File: src/design/wlc_pkg.sv
// Shared types and constants for the word list censor.
`timescale 1ns / 1ps
package wlc_pkg;

    localparam int CFG_IDX_W  = 3;
    localparam int CFG_DATA_W = 64;
    localparam int CHAR_W     = 8;
    localparam int COUNT_W    = 3;

    localparam logic [CFG_IDX_W-1:0] REG_WORDS_IN_USE = 3'd0;

    localparam logic [CHAR_W-1:0] CH_NUL     = 8'd0;
    localparam logic [CHAR_W-1:0] CH_SPACE   = 8'd32;
    localparam logic [CHAR_W-1:0] CH_PERIOD  = 8'd46;
    localparam logic [CHAR_W-1:0] CH_COMMA   = 8'd44;
    localparam logic [CHAR_W-1:0] CH_NEWLINE = 8'd10;
    localparam logic [CHAR_W-1:0] CH_MASK    = 8'd88;

    typedef enum logic [2:0] {
        ST_IDLE,
        ST_MATCH,
        ST_READ,
        ST_LOAD,
        ST_SPACE,
        ST_NEWLINE
    } t_state;

    typedef enum logic [1:0] {
        OUT_WORD,
        OUT_SPACE,
        OUT_NEWLINE
    } t_out_sel;

    typedef struct packed {
        logic     store_char;
        logic     clear_word;
        logic     match_start;
        logic     match_step;
        logic     emit_start;
        logic     emit_next;
        logic     load;
        t_out_sel out_sel;
    } t_cmd;

    typedef struct packed {
        logic char_zero;
        logic char_delim;
        logic match_done;
        logic emit_done;
        logic out_free;
    } t_status;

endpackage

File: src/design/wlc_datapath.sv
// Datapath of the word list censor: word buffer, blocked word list, matcher and output register.
`timescale 1ns / 1ps
module wlc_datapath #(
    parameter int WORD_MAX   = 40,
    parameter int LIST_WORDS = 7,
    parameter int LIST_CHARS = 8
) (
    input  logic                               i_clk,
    input  logic                               i_rst_n,
    input  logic [wlc_pkg::CHAR_W-1:0]         i_char,
    input  logic                               i_cfg_we,
    input  logic [wlc_pkg::CFG_IDX_W-1:0]      i_cfg_index,
    input  logic [wlc_pkg::CFG_DATA_W-1:0]     i_cfg_data,
    input  wlc_pkg::t_cmd                      i_cmd,
    output wlc_pkg::t_status                   o_status,
    input  logic                               i_out_ready,
    output logic                               o_out_valid,
    output logic [wlc_pkg::CHAR_W-1:0]         o_out_char,
    output logic                               o_out_last
);

    localparam int LEN_W  = $clog2(WORD_MAX + 1);
    localparam int ADDR_W = $clog2(WORD_MAX);
    localparam int FW     = $clog2(LIST_WORDS + 1);
    localparam int NWORDS = 2 ** FW;

    logic [wlc_pkg::CHAR_W-1:0]     r_mem [WORD_MAX];
    logic [wlc_pkg::CHAR_W-1:0]     r_head [LIST_CHARS];
    logic [wlc_pkg::CFG_DATA_W-1:0] r_blocked [NWORDS];
    logic [wlc_pkg::COUNT_W-1:0]    r_words_in_use;
    logic [LEN_W-1:0]               r_len;
    logic [LEN_W-1:0]               r_k;
    logic [FW-1:0]                  r_f;
    logic                           r_hit;
    logic [wlc_pkg::CHAR_W-1:0]     r_rd_data;
    logic                           r_out_valid;
    logic [wlc_pkg::CHAR_W-1:0]     r_out_char;
    logic                           r_out_last;

    logic [wlc_pkg::COUNT_W-1:0]    limit;
    logic                           word_eq;
    logic                           out_free;
    logic [wlc_pkg::CHAR_W-1:0]     n_out_char;
    logic                           n_out_last;

    assign limit = (r_words_in_use > wlc_pkg::COUNT_W'(LIST_WORDS)) ?
                   wlc_pkg::COUNT_W'(LIST_WORDS) : r_words_in_use;
    assign out_free = !r_out_valid || i_out_ready;

    // Exact compare of the gathered word with the blocked word at r_f.
    always_comb begin
        logic [wlc_pkg::CFG_DATA_W-1:0] w;
        logic [wlc_pkg::CHAR_W-1:0]     b;
        logic                           alive;
        logic                           ok;
        logic [LEN_W-1:0]               n;
        w     = r_blocked[r_f];
        alive = 1'b1;
        ok    = 1'b1;
        n     = '0;
        for (int j = 0; j < LIST_CHARS; j++) begin
            b = w[j*wlc_pkg::CHAR_W +: wlc_pkg::CHAR_W];
            if (alive) begin
                if (b == wlc_pkg::CH_NUL) begin
                    alive = 1'b0;
                end else begin
                    n = n + LEN_W'(1);
                    if (b != r_head[j]) begin
                        ok = 1'b0;
                    end
                end
            end
        end
        word_eq = ok && (n == r_len);
    end

    always_comb begin
        o_status.char_zero  = (i_char == wlc_pkg::CH_NUL);
        o_status.char_delim = (i_char == wlc_pkg::CH_SPACE) ||
                              (i_char == wlc_pkg::CH_PERIOD) ||
                              (i_char == wlc_pkg::CH_COMMA);
        o_status.match_done = (wlc_pkg::COUNT_W'(r_f) >= limit);
        o_status.emit_done  = (r_k == r_len);
        o_status.out_free   = out_free;
    end

    always_comb begin
        unique case (i_cmd.out_sel)
            wlc_pkg::OUT_WORD: begin
                n_out_char = r_hit ? wlc_pkg::CH_MASK : r_rd_data;
                n_out_last = 1'b0;
            end
            wlc_pkg::OUT_SPACE: begin
                n_out_char = wlc_pkg::CH_SPACE;
                n_out_last = 1'b1;
            end
            wlc_pkg::OUT_NEWLINE: begin
                n_out_char = wlc_pkg::CH_NEWLINE;
                n_out_last = 1'b1;
            end
            default: begin
                n_out_char = wlc_pkg::CH_NEWLINE;
                n_out_last = 1'b1;
            end
        endcase
    end

    always_ff @(posedge i_clk) begin
        if (i_cmd.store_char && (r_len < LEN_W'(WORD_MAX))) begin
            r_mem[r_len[ADDR_W-1:0]] <= i_char;
        end
        r_rd_data <= r_mem[r_k[ADDR_W-1:0]];
    end

    always_ff @(posedge i_clk) begin
        for (int j = 0; j < LIST_CHARS; j++) begin
            if (i_cmd.store_char && (r_len == LEN_W'(j))) begin
                r_head[j] <= i_char;
            end
        end
        if (i_cmd.load) begin
            r_out_char <= n_out_char;
            r_out_last <= n_out_last;
        end
    end

    always_ff @(posedge i_clk) begin
        if (!i_rst_n) begin
            r_words_in_use <= '0;
            for (int i = 0; i < NWORDS; i++) begin
                r_blocked[i] <= '0;
            end
        end else if (i_cfg_we) begin
            if (i_cfg_index == wlc_pkg::REG_WORDS_IN_USE) begin
                r_words_in_use <= i_cfg_data[wlc_pkg::COUNT_W-1:0];
            end else if ((i_cfg_index - wlc_pkg::CFG_IDX_W'(1)) <
                         wlc_pkg::CFG_IDX_W'(LIST_WORDS)) begin
                r_blocked[FW'(i_cfg_index - wlc_pkg::CFG_IDX_W'(1))] <= i_cfg_data;
            end
        end
    end

    always_ff @(posedge i_clk) begin
        if (!i_rst_n) begin
            r_len       <= '0;
            r_k         <= '0;
            r_f         <= '0;
            r_hit       <= 1'b0;
            r_out_valid <= 1'b0;
        end else begin
            if (i_cmd.clear_word) begin
                r_len <= '0;
            end else if (i_cmd.store_char && (r_len < LEN_W'(WORD_MAX))) begin
                r_len <= r_len + LEN_W'(1);
            end
            if (i_cmd.match_start) begin
                r_f   <= '0;
                r_hit <= 1'b0;
            end else if (i_cmd.match_step) begin
                r_f   <= r_f + FW'(1);
                r_hit <= r_hit | word_eq;
            end
            if (i_cmd.emit_start) begin
                r_k <= '0;
            end else if (i_cmd.emit_next) begin
                r_k <= r_k + LEN_W'(1);
            end
            if (i_cmd.load) begin
                r_out_valid <= 1'b1;
            end else if (i_out_ready) begin
                r_out_valid <= 1'b0;
            end
        end
    end

    assign o_out_valid = r_out_valid;
    assign o_out_char  = r_out_char;
    assign o_out_last  = r_out_last;

endmodule

File: src/design/wlc_ctrl.sv
// Controller state machine of the word list censor.
`timescale 1ns / 1ps
module wlc_ctrl (
    input  logic              i_clk,
    input  logic              i_rst_n,
    input  logic              i_in_valid,
    output logic              o_in_ready,
    input  wlc_pkg::t_status  i_status,
    output wlc_pkg::t_cmd     o_cmd
);

    wlc_pkg::t_state r_state;
    wlc_pkg::t_state n_state;

    always_ff @(posedge i_clk) begin
        if (!i_rst_n) begin
            r_state <= wlc_pkg::ST_IDLE;
        end else begin
            r_state <= n_state;
        end
    end

    always_comb begin
        n_state     = r_state;
        o_in_ready  = 1'b0;
        o_cmd       = '0;
        o_cmd.out_sel = wlc_pkg::OUT_WORD;
        unique case (r_state)
            wlc_pkg::ST_IDLE: begin
                o_in_ready = 1'b1;
                if (i_in_valid) begin
                    priority if (i_status.char_zero) begin
                        o_cmd.clear_word = 1'b1;
                        n_state = wlc_pkg::ST_NEWLINE;
                    end else if (i_status.char_delim) begin
                        o_cmd.match_start = 1'b1;
                        n_state = wlc_pkg::ST_MATCH;
                    end else begin
                        o_cmd.store_char = 1'b1;
                    end
                end
            end
            wlc_pkg::ST_MATCH: begin
                if (i_status.match_done) begin
                    o_cmd.emit_start = 1'b1;
                    n_state = wlc_pkg::ST_READ;
                end else begin
                    o_cmd.match_step = 1'b1;
                end
            end
            wlc_pkg::ST_READ: begin
                if (i_status.emit_done) begin
                    n_state = wlc_pkg::ST_SPACE;
                end else begin
                    n_state = wlc_pkg::ST_LOAD;
                end
            end
            wlc_pkg::ST_LOAD: begin
                if (i_status.out_free) begin
                    o_cmd.load      = 1'b1;
                    o_cmd.out_sel   = wlc_pkg::OUT_WORD;
                    o_cmd.emit_next = 1'b1;
                    n_state = wlc_pkg::ST_READ;
                end
            end
            wlc_pkg::ST_SPACE: begin
                if (i_status.out_free) begin
                    o_cmd.load       = 1'b1;
                    o_cmd.out_sel    = wlc_pkg::OUT_SPACE;
                    o_cmd.clear_word = 1'b1;
                    n_state = wlc_pkg::ST_IDLE;
                end
            end
            wlc_pkg::ST_NEWLINE: begin
                if (i_status.out_free) begin
                    o_cmd.load    = 1'b1;
                    o_cmd.out_sel = wlc_pkg::OUT_NEWLINE;
                    n_state = wlc_pkg::ST_IDLE;
                end
            end
            default: begin
                n_state = wlc_pkg::ST_IDLE;
            end
        endcase
    end

endmodule

File: src/design/word_list_censor_core.sv
// Top level of the word list censor.
`timescale 1ns / 1ps
// Text characters arrive as items on the slave stream, one per item. Other characters are
// gathered into a word buffer; a space, period or comma ends the word, which is
// then compared with the enabled blocked words. The master stream then carries
// the word, or one 'X' per character on a match, followed by a space with tlast
// set. A zero character emits a newline with tlast set and drops the pending word.
// Blocked words and their count are written on the configuration channel, which
// is always ready; register 0 is the count, registers 1 to 7 the words.
// A word character is taken while the block is idle. A delimiter starts the matcher,
// which steps through each enabled blocked word; then each emitted character takes a
// buffer memory read, then an output load, and a last read and the space follow;
// the next item is taken after that. A zero character loads the newline before the
// next item is taken.
// The output register lets one finished item wait while the block goes on; when
// the receiver stalls, emission pauses in place.
// Reset clears the word, the count and the blocked words and empties the output.
module word_list_censor_core #(
    parameter int WORD_MAX   = 40,
    parameter int LIST_WORDS = 7,
    parameter int LIST_CHARS = 8
) (
    input  logic                           i_clk,
    input  logic                           i_rst_n,
    input  logic                           i_s_tvalid,
    output logic                           o_s_tready,
    input  logic [7:0]                     i_s_tdata,    // [7:0] in_char
    output logic                           o_m_tvalid,
    input  logic                           i_m_tready,
    output logic [7:0]                     o_m_tdata,    // [7:0] out_char
    output logic                           o_m_tlast,
    input  logic                           i_cfg_valid,
    output logic                           o_cfg_ready,
    input  logic [wlc_pkg::CFG_IDX_W-1:0]  i_cfg_index,
    input  logic [wlc_pkg::CFG_DATA_W-1:0] i_cfg_data
);

    wlc_pkg::t_cmd    cmd;
    wlc_pkg::t_status status;

    assign o_cfg_ready = 1'b1;

    wlc_ctrl u_ctrl (
        .i_clk      (i_clk),
        .i_rst_n    (i_rst_n),
        .i_in_valid (i_s_tvalid),
        .o_in_ready (o_s_tready),
        .i_status   (status),
        .o_cmd      (cmd)
    );

    wlc_datapath #(
        .WORD_MAX   (WORD_MAX),
        .LIST_WORDS (LIST_WORDS),
        .LIST_CHARS (LIST_CHARS)
    ) u_datapath (
        .i_clk       (i_clk),
        .i_rst_n     (i_rst_n),
        .i_char      (i_s_tdata),
        .i_cfg_we    (i_cfg_valid),
        .i_cfg_index (i_cfg_index),
        .i_cfg_data  (i_cfg_data),
        .i_cmd       (cmd),
        .o_status    (status),
        .i_out_ready (i_m_tready),
        .o_out_valid (o_m_tvalid),
        .o_out_char  (o_m_tdata),
        .o_out_last  (o_m_tlast)
    );

endmodule

File: config.mk
export PLATFORM = sky130hd
export DESIGN_NAME = word_list_censor_core
export DESIGN_NICKNAME = d
export VERILOG_FILES = /design/src/design/wlc_pkg.sv /design/src/design/wlc_datapath.sv /design/src/design/wlc_ctrl.sv /design/src/design/word_list_censor_core.sv
export SDC_FILE = /design/constraint.sdc
export NUM_CORES = 1
export LEC_CHECK = 0
export ABC_AREA = 0
export BUFFER_PORTS_ARGS = -buffer_cell sky130_fd_sc_hd__buf_2
export CAP_MARGIN = 0
export CORE_MARGIN = 2
export CORE_UTILIZATION = 53
export CTS_CLUSTER_SIZE = 24
export DETAILED_ROUTE_END_ITERATION = 12
export GPL_TIMING_DRIVEN = 0
export PLACE_DENSITY = 0.71
export SYNTH_ARGS = -nofsm -noshare
export SYNTH_HDL_FRONTEND = slang
export SYNTH_HIERARCHICAL = 1
export SYNTH_SLANG_ARGS = --single-unit
File: constraint.sdc
create_clock -name i_clk -period 6.8 [get_ports i_clk]
set_clock_uncertainty 0.2 [all_clocks]
set_input_delay 1.02 -clock i_clk [delete_from_list [all_inputs] [get_ports i_clk]]
set_output_delay 1.02 -clock i_clk [all_outputs]
set_load 0.005 [all_outputs]
==> results.json <==
{
  "status": "completed",
  "crit_fanout": 10,
  "area_growth_pct": 14.57,
  "drc": 0,
  "die_x_um": 280.3,
  "fin_crit_ns": 6.536,
  "startpoint_type": "flip-flop",
  "yosysWarningCount": 6,
  "whs_ns": 0.3086,
  "die_h_um": 280.3,
  "drive_gt1_share_pct": 20.05,
  "cts_buffers": 95,
  "placed_area_um2": 42730,
  "p_comb_share_pct": 5.2,
  "max-vdd-ir-drop_mv": 0.2452,
  "grtUsageTotal_pct": 25.83,
  "cts_tree": "built",
  "pwr-share-seq_pct": 52.6,
  "cp_top_family": "adder cells",
  "dieArea_um2": 78540,
  "gp_congestion": 0.8424,
  "port_buffers": 90,
  "path_class": "reg -> reg",
  "clkSinkCount": 939,
  "relSlewSlack_pct": 8.357,
  "final-setup-viol-count": 0,
  "synthesis.instances": 2325,
  "drtPass1Iterations": 6,
  "ys_seq_elements": 939,
  "grt_max_degree": 54,
  "tightestPinTransition_ns": 1.370,
  "power.share.switching_pct": 20.80,
  "clk_latency_ns": 0.66,
  "clock_path_buffers": 3,
  "cts_root_buf": "clkbuf_16",
  "finalWirelength_um": 100200,
  "cp_slowest_stage_delay_ns": 0.55,
  "grt_pass1_vias": 22870,
  "num_vias": 22260,
  "critPathRequiredTime_ns": 7.16,
  "synth_edf_count": 905,
  "via_per_inst": 6.070,
  "start_util_pct": 53.43,
  "p_int_mw": 10.04,
  "crit_slowest_cell": "mux4_2",
  "clk_pin_slew_ns": 0.06,
  "final_cells": 3668,
  "crit_buf_inv": 4,
  "placed_cells": 3469,
  "netlist-cell-type-count": 78,
  "synth_area_um2": 40450,
  "ys.flop_type": "edfxtp_1",
  "fin_crit_sh_pct": 96.12,
  "crit_path_end_kind": "flip-flop",
  "switchingPower_mw": 2.636,
  "fin_util_pct": 61.22,
  "hp-class": "reg -> reg",
  "drtAntennaViolNets": 0,
  "ios": 92,
  "maxCapViolations": 0,
  "seq_area_frac_synth_pct": 68.87,
  "rows": 101,
  "first_iter_violations": 2254,
  "clkPwrFrac_pct": 42.2,
  "maxSlewViolCount": 0,
  "finalNetCount": 2703,
  "grt_first_pass_wirelength_um": 147200,
  "wire_per_inst_um": 27.31,
  "coreArea_um2": 75700,
  "p_leak_nw": 15.59,
  "syn_avg_cell_area_um2": 17.40,
  "worstPathArrival_ns": 6.89,
  "final_cell_area_um2": 46340,
  "postCtsHoldBufs": 0,
  "fill_cells": 5403,
  "finalHoldViolations": 0,
  "synthArstFlopShare_pct": 0,
  "cellPowerDensity_nw_per_um2": 273.5,
  "max_freq_ghz": 0.1530,
  "cts-htree-levels": 3,
  "grt-ovfl-total": 0,
  "antenna_found_initial": 16,
  "cpMostUsedCell": "ha_1",
  "dpl.hpwl_um": 63150
}
[routing by layer]
metal  vias to the layer above  GRT usage (%)  share of wire [%]
met5                         -              0              0.082
met4                        14          9.982                3.9
met3                       225          4.580                7.3
met2                       993          44.01                 51
met1                     11490          33.20                 38
li1                       9543              -                  -
[power by group through the flow]
stage | clock [mW] | sequential (mW) | combinational, mW
finish | 5.34 | 6.67 | 0.661
global route | 5.64 | 6.68 | 0.702
CTS | 5.41 | 6.67 | 0.641
detailed placement | 0 | 6.79 | 0.634
global placement | 0 | 6.80 | 0.584
floorplan | 0 | 6.77 | 0.336
[sequential cells by signal, summed over array words and instances, names as in the netlist, named ones only]
signal,cells
u_ctrl/r_state,3
u_datapath/o_out_char,8
u_datapath/o_out_last,1
u_datapath/o_out_valid,1
u_datapath/r_blocked,512
u_datapath/r_f,3
u_datapath/r_head,64
u_datapath/r_hit,1
u_datapath/r_k,6
u_datapath/r_len,6
u_datapath/r_mem,320
u_datapath/r_rd_data,8
u_datapath/r_words_in_use,3
[worst reg2reg max path: stages (launching register included)]
cell and delay, ns:
dfxtp_1 0.32, buf_6 0.16, buf_12 0.17, buf_12 0.18, buf_12 0.18, mux4_2 0.56
mux2i_4 0.24, nand4_1 0.25, nor2_4 0.21, a21oi_1 0.13, ha_1 0.35, o21a_1 0.20
ha_1 0.32, nand2_1 0.07, a21boi_2 0.18, ha_1 0.28, mux2_2 0.28, ha_1 0.33
o211a_1 0.24, ha_1 0.28, mux2i_1 0.06, a32oi_1 0.21, mux2i_1 0.24, o31ai_1 0.09
or4_1 0.55, o31ai_2 0.18
[final timing paths]
| check | slack, ns | startpoint | depth (start not counted) | endpoint |
|---|---|---|---|---|
| hold reg to reg | 0.31 | u_datapath/r_rd_data[0]$_DFF_P_ | 1 | u_datapath/o_out_char[0]$_DFFE_PP_ |
| setup reg to reg | 0.26 | flip-flop | 25 | u_datapath/r_hit$_SDFFE_PP0P_ |
| hold / removal | 0.31 | u_datapath/r_rd_data[0]$_DFF_P_ | 1 | u_datapath/o_out_char[0]$_DFFE_PP_ |
| setup / recovery | 0.26 | flip-flop | 25 | u_datapath/r_hit$_SDFFE_PP0P_ |
[synth_stat cells, types with 3 or more instances]
cell type | number | share of area, %
buf_4 | 12 | 0.22
a211oi_1 | 13 | 0.24
buf_6 | 9 | 0.25
nor2b_1 | 16 | 0.25
o21ai_0 | 11 | 0.14
or3_1 | 7 | 0.11
buf_12 | 7 | 0.35
or4_1 | 3 | 0.056
xor2_1 | 39 | 0.84
a21boi_0 | 4 | 0.074
ha_1 | 16 | 0.49
mux2i_1 | 117 | 2.9
clkbuf_1 | 83 | 0.77
mux4_2 | 173 | 9.6
a21o_1 | 4 | 0.074
inv_1 | 19 | 0.18
mux4_1 | 28 | 1.8
and4_1 | 4 | 0.087
buf_1 | 6 | 0.056
dfxtp_1 | 34 | 1.7
nor3b_1 | 4 | 0.074
buf_2 | 14 | 0.17
and2_1 | 400 | 6.2
nor2_1 | 78 | 0.72
mux2_2 | 4 | 0.11
xnor2_1 | 46 | 1.0
nand2_1 | 34 | 0.32
nand4_1 | 20 | 0.31
nand2b_1 | 11 | 0.17
nand3_1 | 16 | 0.20
nand3b_1 | 3 | 0.056
and3_1 | 72 | 1.1
edfxtp_1 | 905 | 67
nor3_1 | 7 | 0.087
a21oi_1 | 22 | 0.27
nor4_1 | 9 | 0.14
a22oi_1 | 23 | 0.43
[cell families (layout without fill, tap and decap cells)]
| family | Yosys count | in the layout | synth area share [%] |
|---|---|---|---|
| AND/OR/NAND/NOR | 700 | 700 | 10.23 |
| multiplexers | 323 | 323 | 14.49 |
| AO/OA/AOI/OAI | 105 | 105 | 1.859 |
| XOR/XNOR | 86 | 86 | 1.896 |
| buffers and inverters | 154 | 449 | 2.138 |
| other | 2 | 72 | 0.01857 |
| adder cells (fa/ha/maj) | 16 | 16 | 0.4950 |
| flip-flops | 939 | 939 | 68.87 |
[placed cells by master (no fill, tap or decap), types with 31 or more instances in the layout]
cell,count
mux2i_1,95
and2_1,400
and3_1,72
mux4_2,177
edfxtp_1,905
xor2_1,39
buf_4,31
clkbuf_1,109
conb_1,65
xnor2_1,46
buf_2,100
clkbuf_16,97
nand2_1,34
dfxtp_1,34
nor2_1,76
[layout make-up]
cell class              instances  area [um^2]  share of cell area [%]
diodes                          7        17.52                 0.03780
repair buffers                123        920.9                   1.987
flip-flops and latches        939        27860                   60.12
inverters                      19        73.82                  0.1593
plain buffers                 134        834.6                   1.801
clock inverters                47        624.3                   1.347
multi-input cells            1295        12230                   26.39
well taps                     978         1224                   2.641
clock buffers                 126         2556                   5.516
[metrics by stage]
step                       TNS, ns  setup slack, ns  power [mW]
after floorplan             -15.08          -0.1178       7.108
after global placement     -815.57           -5.653       7.384
after detailed placement   -0.4735          -0.4735       7.425
after CTS                        0         0.002987       12.72
after global routing      -0.01875         -0.01875       13.03
final                            0           0.2637       12.68
[timing repair]
action / CTS / global route
gates resized for setup: 19 / 44
endpoints found under the setup margin: 1 / 1
pin swaps: 0 / 7
endpoints found under the hold margin: 0 / 0
buffers inserted: 0 / 20
(Power assumes the default switching activity.)
